==> config.mk <==
export PLATFORM = sky130hd
export DESIGN_NAME = decimate_by_four_magnitude_top
export DESIGN_NICKNAME = d
export VERILOG_FILES = /design/src/dbfm_pkg.sv /design/src/decimate_by_four_magnitude_top.sv /design/src/dbfm_sqacc.sv /design/src/dbfm_isqrt.sv
export SDC_FILE = /design/constraint.sdc
export NUM_CORES = 1
export LEC_CHECK = 0
export BUFFER_PORTS_ARGS = -buffer_cell sky130_fd_sc_hd__buf_2
export CORE_MARGIN = 2
export CORE_UTILIZATION = 35
export DETAILED_ROUTE_END_ITERATION = 16
export SYNTH_ARGS = -nofsm -noshare
export SYNTH_HDL_FRONTEND = slang
export SYNTH_SLANG_ARGS = --single-unit
export TNS_END_PERCENT = 30
==> constraint.sdc <==
create_clock -name clk_i -period 18.2 [get_ports clk_i]
set_input_delay 1.82 -clock clk_i [delete_from_list [all_inputs] [get_ports clk_i]]
set_output_delay 1.82 -clock clk_i [all_outputs]
set_load 0.05 [all_outputs]
==> src/dbfm_pkg.sv <==
// Shared widths and control types for the decimate-by-four magnitude block.
// Used by dbfm_sqacc, dbfm_isqrt and decimate_by_four_magnitude_top; no dependencies.
`timescale 1ns / 1ps
`default_nettype none
package dbfm_pkg;

  localparam int unsigned PressInW  = 24;
  localparam int unsigned PressSumW = 26;
  localparam int unsigned AccelW    = 16;
  localparam int unsigned AxisW     = 18;
  localparam int unsigned SumSqW    = 2 * AxisW;
  localparam int unsigned MagW      = AxisW;
  localparam int unsigned NumAxes   = 3;
  localparam int unsigned RootSteps = SumSqW / 2;
  localparam int unsigned RemW      = MagW + 2;
  localparam int unsigned MagMax    = 227023;

  // Commands from the sequencer to the square-and-accumulate unit.
  typedef struct packed {
    logic clear;
    logic mac;
  } sq_ctrl_t;

endpackage
`default_nettype wire

==> src/decimate_by_four_magnitude_top.sv <==
// Top level of the boxcar decimator with vector magnitude.
// Depends on dbfm_pkg, dbfm_sqacc and dbfm_isqrt.
`timescale 1ns / 1ps
`default_nettype none
// Each input beat carries one sensor sample: a 24 bit unsigned pressure reading
// and three signed 16 bit acceleration axes. Samples are summed per channel in
// groups of GROUP_SIZE. The beat that completes a group yields one output beat
// holding the 26 bit pressure group sum (average times GROUP_SIZE) and the
// floor square root of the sum of the squared axis group sums (magnitude of the
// averaged acceleration times GROUP_SIZE). Sums wrap at their widths if a large
// GROUP_SIZE overflows them. A beat that does not complete a group is taken
// at once. The closing beat holds in_stall_o high while the block squares the
// three axis sums on the shared multiplier, adds the last product, starts the
// root unit, waits for its eighteen root steps (one result bit per cycle from
// a 36 bit radicand) and loads the output register, so no new sample is
// taken until that result is loaded. Beats that do not close a group are
// still taken while a finished result waits in the output register.
module decimate_by_four_magnitude_top #(
  parameter int unsigned GROUP_SIZE = 4
) (
  input  logic                                  clk_i,
  input  logic                                  rst_ni,
  input  logic                                  in_valid_i,
  output logic                                  in_stall_o,
  input  logic [dbfm_pkg::PressInW-1:0]         pressure_sample_i,
  input  logic signed [dbfm_pkg::AccelW-1:0]    accel_x_i,
  input  logic signed [dbfm_pkg::AccelW-1:0]    accel_y_i,
  input  logic signed [dbfm_pkg::AccelW-1:0]    accel_z_i,
  output logic                                  out_valid_o,
  input  logic                                  out_stall_i,
  output logic [dbfm_pkg::PressSumW-1:0]        pressure_sum_o,
  output logic [dbfm_pkg::MagW-1:0]             accel_magnitude_o
);
  import dbfm_pkg::*;

  localparam int unsigned PhaseW = $clog2(GROUP_SIZE);

  typedef enum logic [2:0] {
    S_ACC,
    S_SQ,
    S_DRAIN,
    S_START,
    S_WAIT,
    S_OUT
  } state_e;

  state_e                state_q;
  logic [PhaseW-1:0]     phase_q;
  logic [PressSumW-1:0]  press_acc_q;
  logic [AxisW-1:0]      axis_acc_q [NumAxes];
  logic [AxisW-1:0]      mag_q      [NumAxes];
  logic [1:0]            axis_sel_q;
  logic [PressSumW-1:0]  press_hold_q;
  logic                  out_valid_q;
  logic [PressSumW-1:0]  press_out_q;
  logic [MagW-1:0]       mag_out_q;

  logic                  in_beat;
  logic                  last_beat;
  logic                  out_load;
  logic [PressSumW-1:0]  press_next;
  logic [AxisW-1:0]      axis_next  [NumAxes];
  logic [AccelW-1:0]     accel_in   [NumAxes];
  sq_ctrl_t              sq_ctrl;
  logic [SumSqW-1:0]     sum_sq;
  logic                  root_start;
  logic [MagW-1:0]       root;
  logic                  root_done;

  assign in_stall_o = (state_q != S_ACC);
  assign in_beat    = in_valid_i && !in_stall_o;
  assign last_beat  = (phase_q == PhaseW'(GROUP_SIZE - 1));

  // The finished result moves into the output register once that register is
  // empty or its current beat is taken in the same cycle.
  assign out_load   = (state_q == S_OUT) && (!out_valid_q || !out_stall_i);

  assign accel_in[0] = accel_x_i;
  assign accel_in[1] = accel_y_i;
  assign accel_in[2] = accel_z_i;

  // Running sums including the current beat; they wrap at their widths.
  always_comb begin
    press_next = press_acc_q + PressSumW'(pressure_sample_i);
    for (int k = 0; k < NumAxes; k++) begin
      axis_next[k] = axis_acc_q[k] + {{(AxisW - AccelW){accel_in[k][AccelW-1]}}, accel_in[k]};
    end
  end

  assign sq_ctrl.clear = in_beat && last_beat;
  assign sq_ctrl.mac   = (state_q == S_SQ);
  assign root_start    = (state_q == S_START);

  dbfm_sqacc u_sqacc (
    .clk_i     (clk_i),
    .rst_ni    (rst_ni),
    .ctrl_i    (sq_ctrl),
    .operand_i (mag_q[axis_sel_q]),
    .sum_o     (sum_sq)
  );

  dbfm_isqrt u_isqrt (
    .clk_i      (clk_i),
    .rst_ni     (rst_ni),
    .start_i    (root_start),
    .radicand_i (sum_sq),
    .root_o     (root),
    .done_o     (root_done)
  );

  always_ff @(posedge clk_i or negedge rst_ni) begin
    if (!rst_ni) begin
      state_q      <= S_ACC;
      phase_q      <= '0;
      press_acc_q  <= '0;
      axis_sel_q   <= '0;
      press_hold_q <= '0;
      out_valid_q  <= 1'b0;
      press_out_q  <= '0;
      mag_out_q    <= '0;
      for (int k = 0; k < NumAxes; k++) begin
        axis_acc_q[k] <= '0;
        mag_q[k]      <= '0;
      end
    end else begin
      if (out_load) begin
        out_valid_q <= 1'b1;
      end else if (out_valid_q && !out_stall_i) begin
        out_valid_q <= 1'b0;
      end
      unique case (state_q)
        S_ACC: begin
          if (in_beat) begin
            if (last_beat) begin
              // Close the group: keep the sums and the axis magnitudes, clear
              // the running sums for the next group.
              phase_q      <= '0;
              press_acc_q  <= '0;
              press_hold_q <= press_next;
              axis_sel_q   <= '0;
              for (int k = 0; k < NumAxes; k++) begin
                axis_acc_q[k] <= '0;
                mag_q[k]      <= axis_next[k][AxisW-1] ? (~axis_next[k] + AxisW'(1))
                                                        : axis_next[k];
              end
              state_q <= S_SQ;
            end else begin
              phase_q     <= phase_q + PhaseW'(1);
              press_acc_q <= press_next;
              for (int k = 0; k < NumAxes; k++) begin
                axis_acc_q[k] <= axis_next[k];
              end
            end
          end
        end
        S_SQ: begin
          if (axis_sel_q == 2'(NumAxes - 1)) begin
            state_q <= S_DRAIN;
          end else begin
            axis_sel_q <= axis_sel_q + 2'd1;
          end
        end
        S_DRAIN: begin
          state_q <= S_START;
        end
        S_START: begin
          state_q <= S_WAIT;
        end
        S_WAIT: begin
          if (root_done) begin
            state_q <= S_OUT;
          end
        end
        S_OUT: begin
          if (out_load) begin
            press_out_q <= press_hold_q;
            mag_out_q   <= root;
            state_q     <= S_ACC;
          end
        end
        default: begin
          state_q <= S_ACC;
        end
      endcase
    end
  end

  assign out_valid_o       = out_valid_q;
  assign pressure_sum_o    = press_out_q;
  assign accel_magnitude_o = mag_out_q;

`ifndef NO_ASSERTIONS
  // The root unit only reports completion while the sequencer waits for it.
  assert property (@(posedge clk_i) disable iff (!rst_ni)
    root_done |-> (state_q == S_WAIT))
    else $error("root unit finished outside the wait state");

  // A beat that closes a group always starts the squaring pass.
  assert property (@(posedge clk_i) disable iff (!rst_ni)
    (in_beat && last_beat) |=> (state_q == S_SQ && axis_sel_q == 2'd0))
    else $error("closing beat did not start the squaring pass");

  // A new result appears only from the output-load step.
  assert property (@(posedge clk_i) disable iff (!rst_ni)
    $rose(out_valid_q) |-> $past(state_q == S_OUT))
    else $error("result loaded outside the output step");

  // The magnitude of three 18 bit sums never exceeds its bound.
  assert property (@(posedge clk_i) disable iff (!rst_ni)
    out_valid_o |-> (accel_magnitude_o <= MagW'(MagMax)))
    else $error("magnitude out of range");
`endif

endmodule
`default_nettype wire

==> src/dbfm_sqacc.sv <==
// Square-and-accumulate unit: one 18x18 multiplier with a registered product
// and a 36 bit accumulator. Depends on dbfm_pkg.
`timescale 1ns / 1ps
`default_nettype none
module dbfm_sqacc (
  input  logic                              clk_i,
  input  logic                              rst_ni,
  input  dbfm_pkg::sq_ctrl_t                ctrl_i,
  input  logic [dbfm_pkg::AxisW-1:0]        operand_i,
  output logic [dbfm_pkg::SumSqW-1:0]       sum_o
);
  import dbfm_pkg::*;

  logic [SumSqW-1:0] prod_q;
  logic              prod_vld_q;
  logic [SumSqW-1:0] sum_q;

  always_ff @(posedge clk_i or negedge rst_ni) begin
    if (!rst_ni) begin
      prod_q     <= '0;
      prod_vld_q <= 1'b0;
      sum_q      <= '0;
    end else begin
      prod_q     <= SumSqW'(operand_i) * SumSqW'(operand_i);
      prod_vld_q <= ctrl_i.mac;
      if (ctrl_i.clear) begin
        sum_q <= '0;
      end else if (prod_vld_q) begin
        sum_q <= sum_q + prod_q;
      end
    end
  end

  assign sum_o = sum_q;

endmodule
`default_nettype wire

==> src/dbfm_isqrt.sv <==
// Iterative floor square root, one result bit per cycle (digit recurrence).
// Depends on dbfm_pkg.
`timescale 1ns / 1ps
`default_nettype none
module dbfm_isqrt (
  input  logic                              clk_i,
  input  logic                              rst_ni,
  input  logic                              start_i,
  input  logic [dbfm_pkg::SumSqW-1:0]       radicand_i,
  output logic [dbfm_pkg::MagW-1:0]         root_o,
  output logic                              done_o
);
  import dbfm_pkg::*;

  localparam int unsigned CntW = $clog2(RootSteps);

  logic [SumSqW-1:0] rad_q;
  logic [RemW-1:0]   rem_q;
  logic [MagW-1:0]   root_q;
  logic [CntW-1:0]   cnt_q;
  logic              busy_q;
  logic              done_q;

  logic [RemW-1:0]   rem_shift;
  logic [RemW-1:0]   trial;
  logic              fits;

  // Before every step the remainder stays below 2^18, so its top bits are zero.
  assign rem_shift = {rem_q[RemW-3:0], rad_q[SumSqW-1 -: 2]};
  assign trial     = {root_q, 2'b01};
  assign fits      = (rem_shift >= trial);

  always_ff @(posedge clk_i or negedge rst_ni) begin
    if (!rst_ni) begin
      rad_q  <= '0;
      rem_q  <= '0;
      root_q <= '0;
      cnt_q  <= '0;
      busy_q <= 1'b0;
      done_q <= 1'b0;
    end else begin
      done_q <= 1'b0;
      if (start_i) begin
        rad_q  <= radicand_i;
        rem_q  <= '0;
        root_q <= '0;
        cnt_q  <= '0;
        busy_q <= 1'b1;
      end else if (busy_q) begin
        rad_q  <= {rad_q[SumSqW-3:0], 2'b00};
        rem_q  <= fits ? (rem_shift - trial) : rem_shift;
        root_q <= {root_q[MagW-2:0], fits};
        cnt_q  <= cnt_q + CntW'(1);
        if (cnt_q == CntW'(RootSteps - 1)) begin
          busy_q <= 1'b0;
          done_q <= 1'b1;
        end
      end
    end
  end

  assign root_o = root_q;
  assign done_o = done_q;

endmodule
`default_nettype wire

==> results.py, run 1 <==
metrics = {
    "critical_path": {
        "cp_top_family": "adder cells",
        "cp-start-kind": "flip-flop",
        "path_common_cell": "fa_1",
        "r2r_start": "axis_sel_q[0]$_DFFE_PN0P_",
        "cp_max_fo": 24,
        "cp_slowest_stage_delay_ns": 1.10,
        "crit_buf_inv": 4,
        "arrival_ns": 8.99,
        "cp.required_ns": 18.67,
        "setup.worst_path.end_class": "flip-flop",
        "crit_path_start": "axis_sel_q[0]$_DFFE_PN0P_",
        "worstPathCellList": "nor2b_1 -> a21oi_1 -> inv_1 -> nand2_1 -> fa_1 -> fa_1 -> fa_1 -> inv_1 -> fa_1 -> fa_1 -> inv_1 -> fa_1 -> inv_1 -> ha_1 -> and3_1 -> and3_1 -> and4_1 -> nand2_1 -> a21oi_1 -> nor3b_1 -> or3_1 -> o21ai_0 -> a21oi_1 -> xnor2_1",
        "crit_path_top_delay_cell": "nor2b_1",
        "critPathKind": "flip-flop to flip-flop",
    },
    "grt": {
        "antenna_found_initial": 7,
        "grt_use_total": 0.166,
        "grt_max_degree": 160,
        "grt_pass1_vias": 22300,
        "overflow": 0,
        "grt_pass1_wl_mm": 118,
    },
    "synth": {
        "async_flop_share": 1.00,
        "synth_top_area_frac": 0.304,
        "avgSynthCellArea_sq_um": 9.34,
        "ys.flop_type": "dfrtp_1",
        "netlist_instances": 3199,
        "ys_types": 77,
        "synth_seq_cells": 363,
        "synthesis.nets": 3742,
        "ys_top_cells_by_area": "dfrtp_1 30%, fa_1 15%, ha_1 10%",
        "synth_edf_count": 0,
        "yosys_warnings": 0,
        "yosysTopAreaCell": "dfrtp_1",
        "synth_seq_area_share": 0.304,
        "syn_area_sq_um": 29900,
    },
    "routing": {
        "dr_total_vias": 22000,
        "wl_mm": 71.0,
        "ant_nets": 0,
        "drc_errors": 0,
        "drt_iter0_markers": 1187,
        "dr.pass1.iters": 5,
        "wl_per_cell_um": 15.9,
        "vias_per_cell": 4.95,
    },
    "layout": {
        "area_delta_synth_final_pct": 11.3,
        "fin_nets": 3818,
        "drive_gt1_frac": 0.0916,
    },
    "floorplan": {
        "start_util": 0.352,
        "die_area_sq_um": 87700,
        "die_w_um": 296,
        "boundaryPins": 122,
        "dieHeight_um": 296,
        "rows": 107,
        "coreArea_sq_um": 84900,
    },
    "timing": {
        "setup_viol": 0,
        "finalMaxSlewViolations": 0,
        "period_share": 0.468,
        "grt_setup_unrepaired": "false",
        "fmaxAchievable_mhz": 117,
        "worst_slew_pin_slew_ns": 1.20,
        "hold_viol": 0,
        "fin_tns_setup_ns": 0,
        "maxSlewHeadroom": 0.196,
        "skew_ns": 0.0226,
        "period_minus_slack_ns": 8.52,
    },
    "outcome": {
        "status": "finished, final reports clean",
    },
    "placed_design": {
        "place.gp.congestion": 0.893,
        "port_buffers": 121,
        "dpl.hpwl_mm": 54.2,
    },
    "clocking": {
        "clock_sinks": 363,
        "postCtsHoldBufs": 0,
        "cts_tree": "yes",
        "clk_latency_ns": 0.59,
        "numCtsBuffers": 43,
        "root_buffer": "clkbuf_16",
        "clkTransAtPathRegs_ns": 0.06,
        "cts.repair.resized": 0,
        "post-cts-setup-buffer-count": 0,
        "max-clock-path-buffers": 3,
        "htree_levels": 2,
    },
    "hold_path": {
        "hold_class": "flip-flop to flip-flop",
        "min_from": "press_hold_q[14]$_DFFE_PN0P_",
    },
    "job": {
        "maxCapViolCount": 0,
    },
}
## synthesized netlist by cell type (72+ instances only)
| library cell | count |
|---|---|
| dfrtp_1 | 363 |
| xnor2_1 | 113 |
| nand2_1 | 369 |
| ha_1 | 246 |
| xor2_1 | 83 |
| o21ai_0 | 195 |
| clkbuf_1 | 92 |
| fa_1 | 221 |
| a21o_1 | 72 |
| inv_1 | 405 |
| a21oi_1 | 156 |
| nor2_1 | 220 |
| mux2i_1 | 112 |
## state kept, by name (all words and copies together) (netlist names), 18 cells and up
register / cells
accel_magnitude_o: 18
axis_acc_q: 54
mag_q: 54
u_sqacc.prod_q: 35
press_hold_q: 26
pressure_sum_o: 26
u_isqrt.rad_q: 36
u_isqrt.rem_q: 18
u_sqacc.sum_o: 36
u_isqrt.root_o: 18
press_acc_q: 26
## metal layers
layer	track usage	vias up	wire, um
met2	0.269	359	32800
met3	0.0226	88	2840
met4	0.0416	4	1380
li1	-	10900	-
met5	0	-	31
met1	0.232	10700	34000
## layout make-up
| class | count | area, sq um |
|---|---|---|
| clock buffer | 54 | 1170 |
| tap | 1144 | 1430 |
| timing repair buffer | 139 | 763 |
| inverter | 409 | 1540 |
| fill | 8533 | 51600 |
| antenna | 2 | 5.00 |
| sequential | 363 | 9090 |
| clock inverter | 23 | 357 |
| multi-input combinational | 2319 | 18900 |
## worst paths after layout
check	to	slack [ns]	cells past startpoint
max	u_sqacc.prod_q[32]$_DFF_PN0_	9.68	24
min	press_hold_q[14]$_DFFE_PN0P_	0.47	2
max reg2reg	u_sqacc.prod_q[32]$_DFF_PN0_	9.68	24
min reg2reg	press_hold_q[14]$_DFFE_PN0P_	0.47	2
max in group asynchronous	u_isqrt.rad_q[23]$_DFFE_PN0P_	14.06	4
min in group asynchronous	axis_acc_q[30]$_DFFE_PN0P_	1.28	1
## tightest hold or removal path, stage by stage, from the launching register on
cell and delay [ns]:
dfrtp_1 0.34, nand2_1 0.05, nand2_1 0.05
## kinds of logic after synthesis
| family | after synthesis | share of synthesized area |
|---|---|---|
| mux | 162 | 0.0564 |
| buf+inv | 517 | 0.0653 |
| flops | 363 | 0.304 |
| xor+xnor | 196 | 0.0575 |
| compound gates | 672 | 0.144 |
| simple gates | 822 | 0.122 |
| fa+ha+maj | 467 | 0.251 |
## through the flow
step / utilization / hold WS [ns] / std cells / area (sq um) / setup slack (ns)
floorplan: - / 0.438 / 3199 / 29900 / 10.77
global placement: 0.374 / 0.457 / 4374 / 31700 / 9.87
detailed placement: 0.374 / 0.460 / 4374 / 31700 / 9.74
CTS: 0.392 / 0.474 / 4451 / 33200 / 9.73
global route: 0.392 / 0.499 / 4453 / 33200 / 9.08
finish: 0.392 / 0.470 / 4453 / 33200 / 9.68
## placed cells by master, fill, tap and decap left out, drive strengths merged, types with 54 or more instances in the layout
cell type / n
o21ai: 224
inv: 410
xnor2: 113
ha: 246
fa: 221
xor2: 83
dfrtp: 363
nor2: 220
mux2i: 112
a21o: 72
a21oi: 159
buf: 139
nand2: 369
clkbuf: 54
Power of run 1 is left out: the tool's default activity adds up to more than one toggle a clock period on the data nets, which glitch-free logic cannot reach.
==> inputs of run 2 (changes only) <==
- ABC_AREA: default -> 1
- clock period: 18.2 -> 7.43 ns (I/O delays scaled with it)
==> run 2 against run 1 <==
  * Final cell count is 25% higher
  * Area after synthesis is 7.8% higher
  * Non-clock buffer count is 4 higher
  * Routed wire length is 19% higher
  * Synthesized cell count is 34% higher
  * Core utilization is 0.37 points lower
  * Setup slack worse by 9.2 ns
  * Critical path depth is 2 lower
  * Largest cell class unchanged
==> results.py, run 2 <==
metrics = {
    "outcome": {
        "status": "finished, final reports clean",
    },
    "layout": {
        "nFillCells": 9610,
        "area_delta_synth_final_pct": 10.1,
        "reg.largest.list": "axis_acc_q: 54 flops, mag_q: 54 flops",
        "final_cell_area_sq_um": 35400,
        "multi_input_area_sq_um": 19600,
        "drive_gt1_frac": 0.0794,
        "fin_nets": 4906,
        "regArea_sq_um": 9080,
        "antenna_cells": 0,
        "final_cell_mix": "1149 x nand2_1, 794 x inv_1, 363 x dfrtp_1",
        "final_common_cell": "nand2_1",
    },
    "placed_design": {
        "port_buffers": 121,
        "placed_area_sq_um": 34000,
        "dpl.hpwl_mm": 66.3,
        "place.gp.congestion": 0.916,
    },
    "routing": {
        "dr.pass1.iters": 5,
        "dr_total_vias": 27000,
        "drc_errors": 0,
        "ant_nets": 0,
        "drt_iter0_markers": 1509,
        "wl_mm": 84.5,
        "wl_per_cell_um": 15.1,
        "vias_per_cell": 4.83,
    },
    "synth": {
        "synth_top_area_frac": 0.282,
        "async_flop_share": 1.00,
        "ys_top_cells_by_count": "1149 x nand2_1, 795 x inv_1, 363 x dfrtp_1",
        "ys_types": 63,
        "synth_seq_cells": 363,
        "synth_most_common_cell": "nand2_1",
        "synthesis.nets": 4817,
        "yosys_warnings": 0,
        "netlist_instances": 4274,
        "avgSynthCellArea_sq_um": 7.53,
        "synth_edf_count": 0,
        "ys_top_cells_by_area": "dfrtp_1 28%, fa_1 14%, nand2_1 13%",
        "synth_seq_area_share": 0.282,
        "ys.flop_type": "dfrtp_1",
        "syn_area_sq_um": 32200,
        "yosysTopAreaCell": "dfrtp_1",
    },
    "clocking": {
        "postCtsHoldBufs": 0,
        "max-clock-path-buffers": 3,
        "htree_levels": 2,
        "numCtsBuffers": 43,
        "clock_sinks": 363,
        "clkTransAtPathRegs_ns": 0.06,
        "clk_latency_ns": 0.60,
        "root_buffer": "clkbuf_16",
        "cts_tree": "yes",
    },
    "timing": {
        "period_share": 0.939,
        "period_minus_slack_ns": 6.97,
        "grt_setup_unrepaired": "false",
        "hold_viol": 0,
        "skew_ns": 0.0221,
        "fmaxAchievable_mhz": 143,
        "hold_ws_ns": 0.209,
        "fin_tns_setup_ns": 0,
        "setup_viol": 0,
        "worst_slew_pin_slew_ns": 1.06,
        "maxSlewHeadroom": 0.292,
        "finalMaxSlewViolations": 0,
    },
    "floorplan": {
        "die_area_sq_um": 94400,
        "dieHeight_um": 307,
        "die_w_um": 307,
        "rows": 111,
        "boundaryPins": 122,
        "coreArea_sq_um": 91400,
        "start_util": 0.352,
    },
    "grt": {
        "antenna_found_initial": 1,
        "grt_use_total": 0.182,
        "grt_max_degree": 111,
        "grt_pass1_wl_mm": 140,
        "overflow": 0,
        "grt_pass1_vias": 27100,
    },
    "critical_path": {
        "setup.worst_path.end_class": "flip-flop",
        "r2r_slack_ns": 0.46,
        "timing.rr.end": "u_sqacc.prod_q[29]$_DFF_PN0_",
        "arrival_ns": 7.45,
        "rr_worst_depth": 22,
        "critPathKind": "flip-flop to flip-flop",
        "cp.required_ns": 7.90,
        "r2r_start": "axis_sel_q[0]$_DFFE_PN0P_",
        "cp_max_fo": 32,
        "cp-start-kind": "flip-flop",
    },
    "hold_path": {
        "hold_class": "input port to async pin",
    },
    "job": {
        "maxCapViolCount": 0,
    },
}
run 2: cell types whose count changed after synthesis, sizes merged, moves of 26 or more:
| cell | previous run | this run |
|---|---|---|
| a21o | 72 | 18 |
| a21oi | 159 | 186 |
| a22o | 41 | 2 |
| buf | 16 | 52 |
| clkbuf | 92 | 47 |
| inv | 405 | 817 |
| mux2 | 50 | 11 |
| mux2i | 112 | 0 |
| nand2 | 369 | 1177 |
| nand2b | 26 | 0 |
| nand3 | 39 | 201 |
| nor2 | 220 | 259 |
| o21ai | 224 | 325 |
| xnor2 | 113 | 35 |
run 2: what timing repair did:
item | in CTS | in global routing
setup endpoints to repair | 0 | 3
buffers inserted | 0 | 0
hold endpoints to repair | 0 | 0
resized for setup | 0 | 1
run 2: worst max path at each step:
stage                                         start                            to  cells after the start
after floorplan           axis_sel_q[0]$_DFFE_PN0P_  u_sqacc.prod_q[30]$_DFF_PN0_                     30
after global placement    axis_sel_q[0]$_DFFE_PN0P_  u_sqacc.prod_q[29]$_DFF_PN0_                     25
after detailed placement  axis_sel_q[0]$_DFFE_PN0P_  u_sqacc.prod_q[29]$_DFF_PN0_                     25
after CTS                 axis_sel_q[0]$_DFFE_PN0P_  u_sqacc.prod_q[29]$_DFF_PN0_                     25
after global routing      axis_sel_q[0]$_DFFE_PN0P_  u_sqacc.prod_q[30]$_DFF_PN0_                     26
final                     axis_sel_q[0]$_DFFE_PN0P_  u_sqacc.prod_q[29]$_DFF_PN0_                     22
run 2: critical path, stage by stage, from the launching register on:
cell and delay, ns:
dfrtp_1 0.49, inv_2 0.25, or2_1 0.27, a32oi_1 0.61, inv_2 0.36, nand2_1 0.23, fa_1 0.44, fa_1 0.55
fa_1 0.53, inv_1 0.05, fa_1 0.50, fa_1 0.49, inv_1 0.05, fa_1 0.47, inv_1 0.04, ha_1 0.35
a21oi_1 0.17, inv_1 0.07, a21oi_1 0.19, o221ai_1 0.19, a21oi_1 0.23, o21ai_0 0.14, xor2_1 0.17
run 2: cell families (layout without fill, tap and decap cells):
group / count (synthesis) / after routing / synth area share
and+or+nand+nor: 1750 / 1750 / 0.227
buffers and inverters: 922 / 1044 / 0.110
AOI/OAI and AO/OA: 662 / 662 / 0.117
adders and majority gates: 467 / 467 / 0.233
DFF: 363 / 363 / 0.282
xor gates and xnor gates: 99 / 99 / 0.0274
muxes: 11 / 11 / 0.00385
run 2: layer usage:
layer / GRT usage / wire length, um / vias up
li1: - / - / 13600
met1: 0.245 / 39600 / 12800
met2: 0.306 / 39400 / 421
met3: 0.0258 / 3470 / 119
met4: 0.0454 / 1980 / 2
met5: 0 / 13 / -
run 2: layout make-up:
type / instances / share of cell area
clock buffers: 58 / 0.0348
clock inverters: 20 / 0.00540
inverters: 823 / 0.0873
multi-input cells: 2989 / 0.552
flip-flops and latches: 363 / 0.256
well taps: 1186 / 0.0419
repair buffers: 143 / 0.0220
run 2: metrics by stage:
step / util / setup WS (ns) / instances
floorplan: - / 1.27 / 4274
global placement: 0.372 / 0.527 / 5504
detailed placement: 0.372 / 0.384 / 5504
CTS: 0.388 / 0.380 / 5582
global route: 0.388 / 0.0219 / 5582
finish: 0.388 / 0.457 / 5582
Power of run 2 is left out for the same reason.
==> inputs of run 3 (changes only) <==
- PLACE_DENSITY_LB_ADDON: default -> 0.1
==> run 3 against run 2 <==
  * Non-clock buffer count up 9
  * Count of clock-buffer cells in the layout up 6
  * Register-to-register slack better by 0.06 ns
  * Critical path type unchanged
  * Worst hold slack better by 0.00065 ns
  * Largest cell class unchanged
==> results.py, run 3 (synthesized netlist as in run 2, its figures left out) <==
metrics = {
    "critical_path": {
        "cp_max_fo": 32,
        "crit_buf_inv": 7,
        "rr_worst_depth": 24,
        "cp.depth": 24,
        "path_common_cell": "fa_1",
        "cp_slowest_stage_delay_ns": 0.54,
        "setup.worst_path.end_class": "flip-flop",
        "cp-start-kind": "flip-flop",
        "crit_path_top_delay_cell": "fa_1",
        "cp.required_ns": 7.96,
        "cp_top_family": "adder cells",
        "worstPathCellList": "inv_2 -> a21oi_1 -> o21ai_0 -> o21a_1 -> clkinv_1 -> buf_4 -> nand2_1 -> inv_1 -> fa_1 -> fa_1 -> fa_1 -> fa_1 -> fa_1 -> inv_1 -> fa_1 -> inv_1 -> ha_1 -> nand2_1 -> nor2_1 -> inv_1 -> o221ai_1 -> a21oi_1 -> o21ai_0 -> xor2_1",
        "arrival_ns": 7.45,
        "critPathKind": "flip-flop to flip-flop",
    },
    "grt": {
        "grt_pass1_wl_mm": 146,
        "use_met2": 0.331,
        "grtUsageMet1": 0.259,
        "grt_use_total": 0.192,
        "grt_pass1_vias": 27300,
        "overflow": 0,
        "use_met3": 0.0197,
        "grt_max_degree": 146,
        "busiest_layer": "met2",
        "antenna_found_initial": 0,
    },
    "clocking": {
        "clock_sinks": 363,
        "postCtsHoldBufs": 0,
        "root_buffer": "clkbuf_16",
        "clkTransAtPathRegs_ns": 0.06,
        "numCtsBuffers": 45,
        "post-cts-setup-buffer-count": 0,
        "htree_levels": 2,
        "max-clock-path-buffers": 3,
        "cts_tree": "yes",
        "clk_latency_ns": 0.61,
        "cts.repair.resized": 0,
    },
    "job": {
        "maxCapViolCount": 0,
    },
    "floorplan": {
        "rows": 111,
        "boundaryPins": 122,
        "die_area_sq_um": 94400,
        "start_util": 0.352,
        "dieHeight_um": 307,
        "coreArea_sq_um": 91400,
        "die_w_um": 307,
    },
    "timing": {
        "fmaxAchievable_mhz": 145,
        "worst_slew_pin_slew_ns": 1.06,
        "setup_viol": 0,
        "period_share": 0.931,
        "maxSlewHeadroom": 0.291,
        "period_minus_slack_ns": 6.92,
        "finalWorstSetupSlack_ns": 0.513,
        "hold_ws_ns": 0.210,
        "skew_ns": 0.0228,
        "fin_tns_setup_ns": 0,
        "hold_viol": 0,
        "finalMaxSlewViolations": 0,
    },
    "routing": {
        "vias_per_cell": 4.75,
        "ant_nets": 0,
        "wl_mm": 88.4,
        "dr_total_vias": 26600,
        "wl_per_cell_um": 15.8,
        "drc_errors": 0,
        "drt_iter0_markers": 1376,
        "dr.pass1.iters": 5,
    },
    "layout": {
        "final_cell_mix": "1149 x nand2_1, 795 x inv_1, 363 x dfrtp_1",
        "reg.largest.list": "axis_acc_q: 54 flops, mag_q: 54 flops",
        "nFillCells": 9686,
        "final_common_cell": "nand2_1",
        "final_cell_area_sq_um": 35600,
        "fin_nets": 4917,
        "antenna_cells": 0,
        "drive_gt1_frac": 0.0801,
        "area_delta_synth_final_pct": 10.7,
    },
    "placed_design": {
        "placed_area_sq_um": 34100,
        "dpl.hpwl_mm": 70.0,
        "port_buffers": 121,
        "dpl_worst_slack_ns": 0.323,
        "place.gp.congestion": 0.887,
    },
    "outcome": {
        "status": "finished, final reports clean",
    },
    "hold_path": {
        "hold_class": "input port to async pin",
    },
}
run 3: worst reg2reg max path, delay by kind of cell (launching register included):
family,cells,cell delay (ns)
flops,1,0.46
compound gates,6,1.11
xor+xnor,1,0.17
fa+ha+maj,7,3.42
simple gates,3,0.40
buf+inv,7,1.26
run 3: worst paths after layout:
kind / to / startpoint / slack (ns)
worst max-delay path: u_sqacc.prod_q[29]$_DFF_PN0_ / axis_sel_q[0]$_DFFE_PN0P_ / 0.51
worst min-delay path: press_hold_q[21]$_DFFE_PN0P_ / rst_ni / 0.21
worst max register to register: u_sqacc.prod_q[29]$_DFF_PN0_ / axis_sel_q[0]$_DFFE_PN0P_ / 0.51
worst min register to register: u_isqrt.cnt_q[3]$_DFFE_PN0P_ / u_isqrt.cnt_q[3]$_DFFE_PN0P_ / 0.46
max in group asynchronous: axis_acc_q[22]$_DFFE_PN0P_ / rst_ni / 5.89
min in group clk_i: out_valid_o$_DFFE_PN0P_ / out_stall_i / 0.41
run 3: layer usage:
layer  vias to the layer above  routed length, um
li1                      13700                  -
met1                     12500              41600
met2                       334              42200
met3                       103               2560
met4                         0               1990
met5                         -                  0
run 3: metrics by stage:
step,utilization,std cells
3_3_place_gp,0.373,5513
2_1_floorplan,-,4274
4_1_cts,0.390,5594
3_5_place_dp,0.373,5513
5_1_grt,0.390,5594
6_report,0.390,5594
run 3: cell type report:
class | count | area (sq um) | share of cell area
Multi-Input combinational cell | 2989 | 19600 | 0.550
Tap cell | 1186 | 1480 | 0.0416
Clock inverter | 17 | 259 | 0.00727
Timing Repair Buffer | 152 | 861 | 0.0242
Clock buffer | 64 | 1280 | 0.0358
Sequential cell | 363 | 9080 | 0.255
Inverter | 823 | 3090 | 0.0867
Power of run 3 is left out for the same reason.
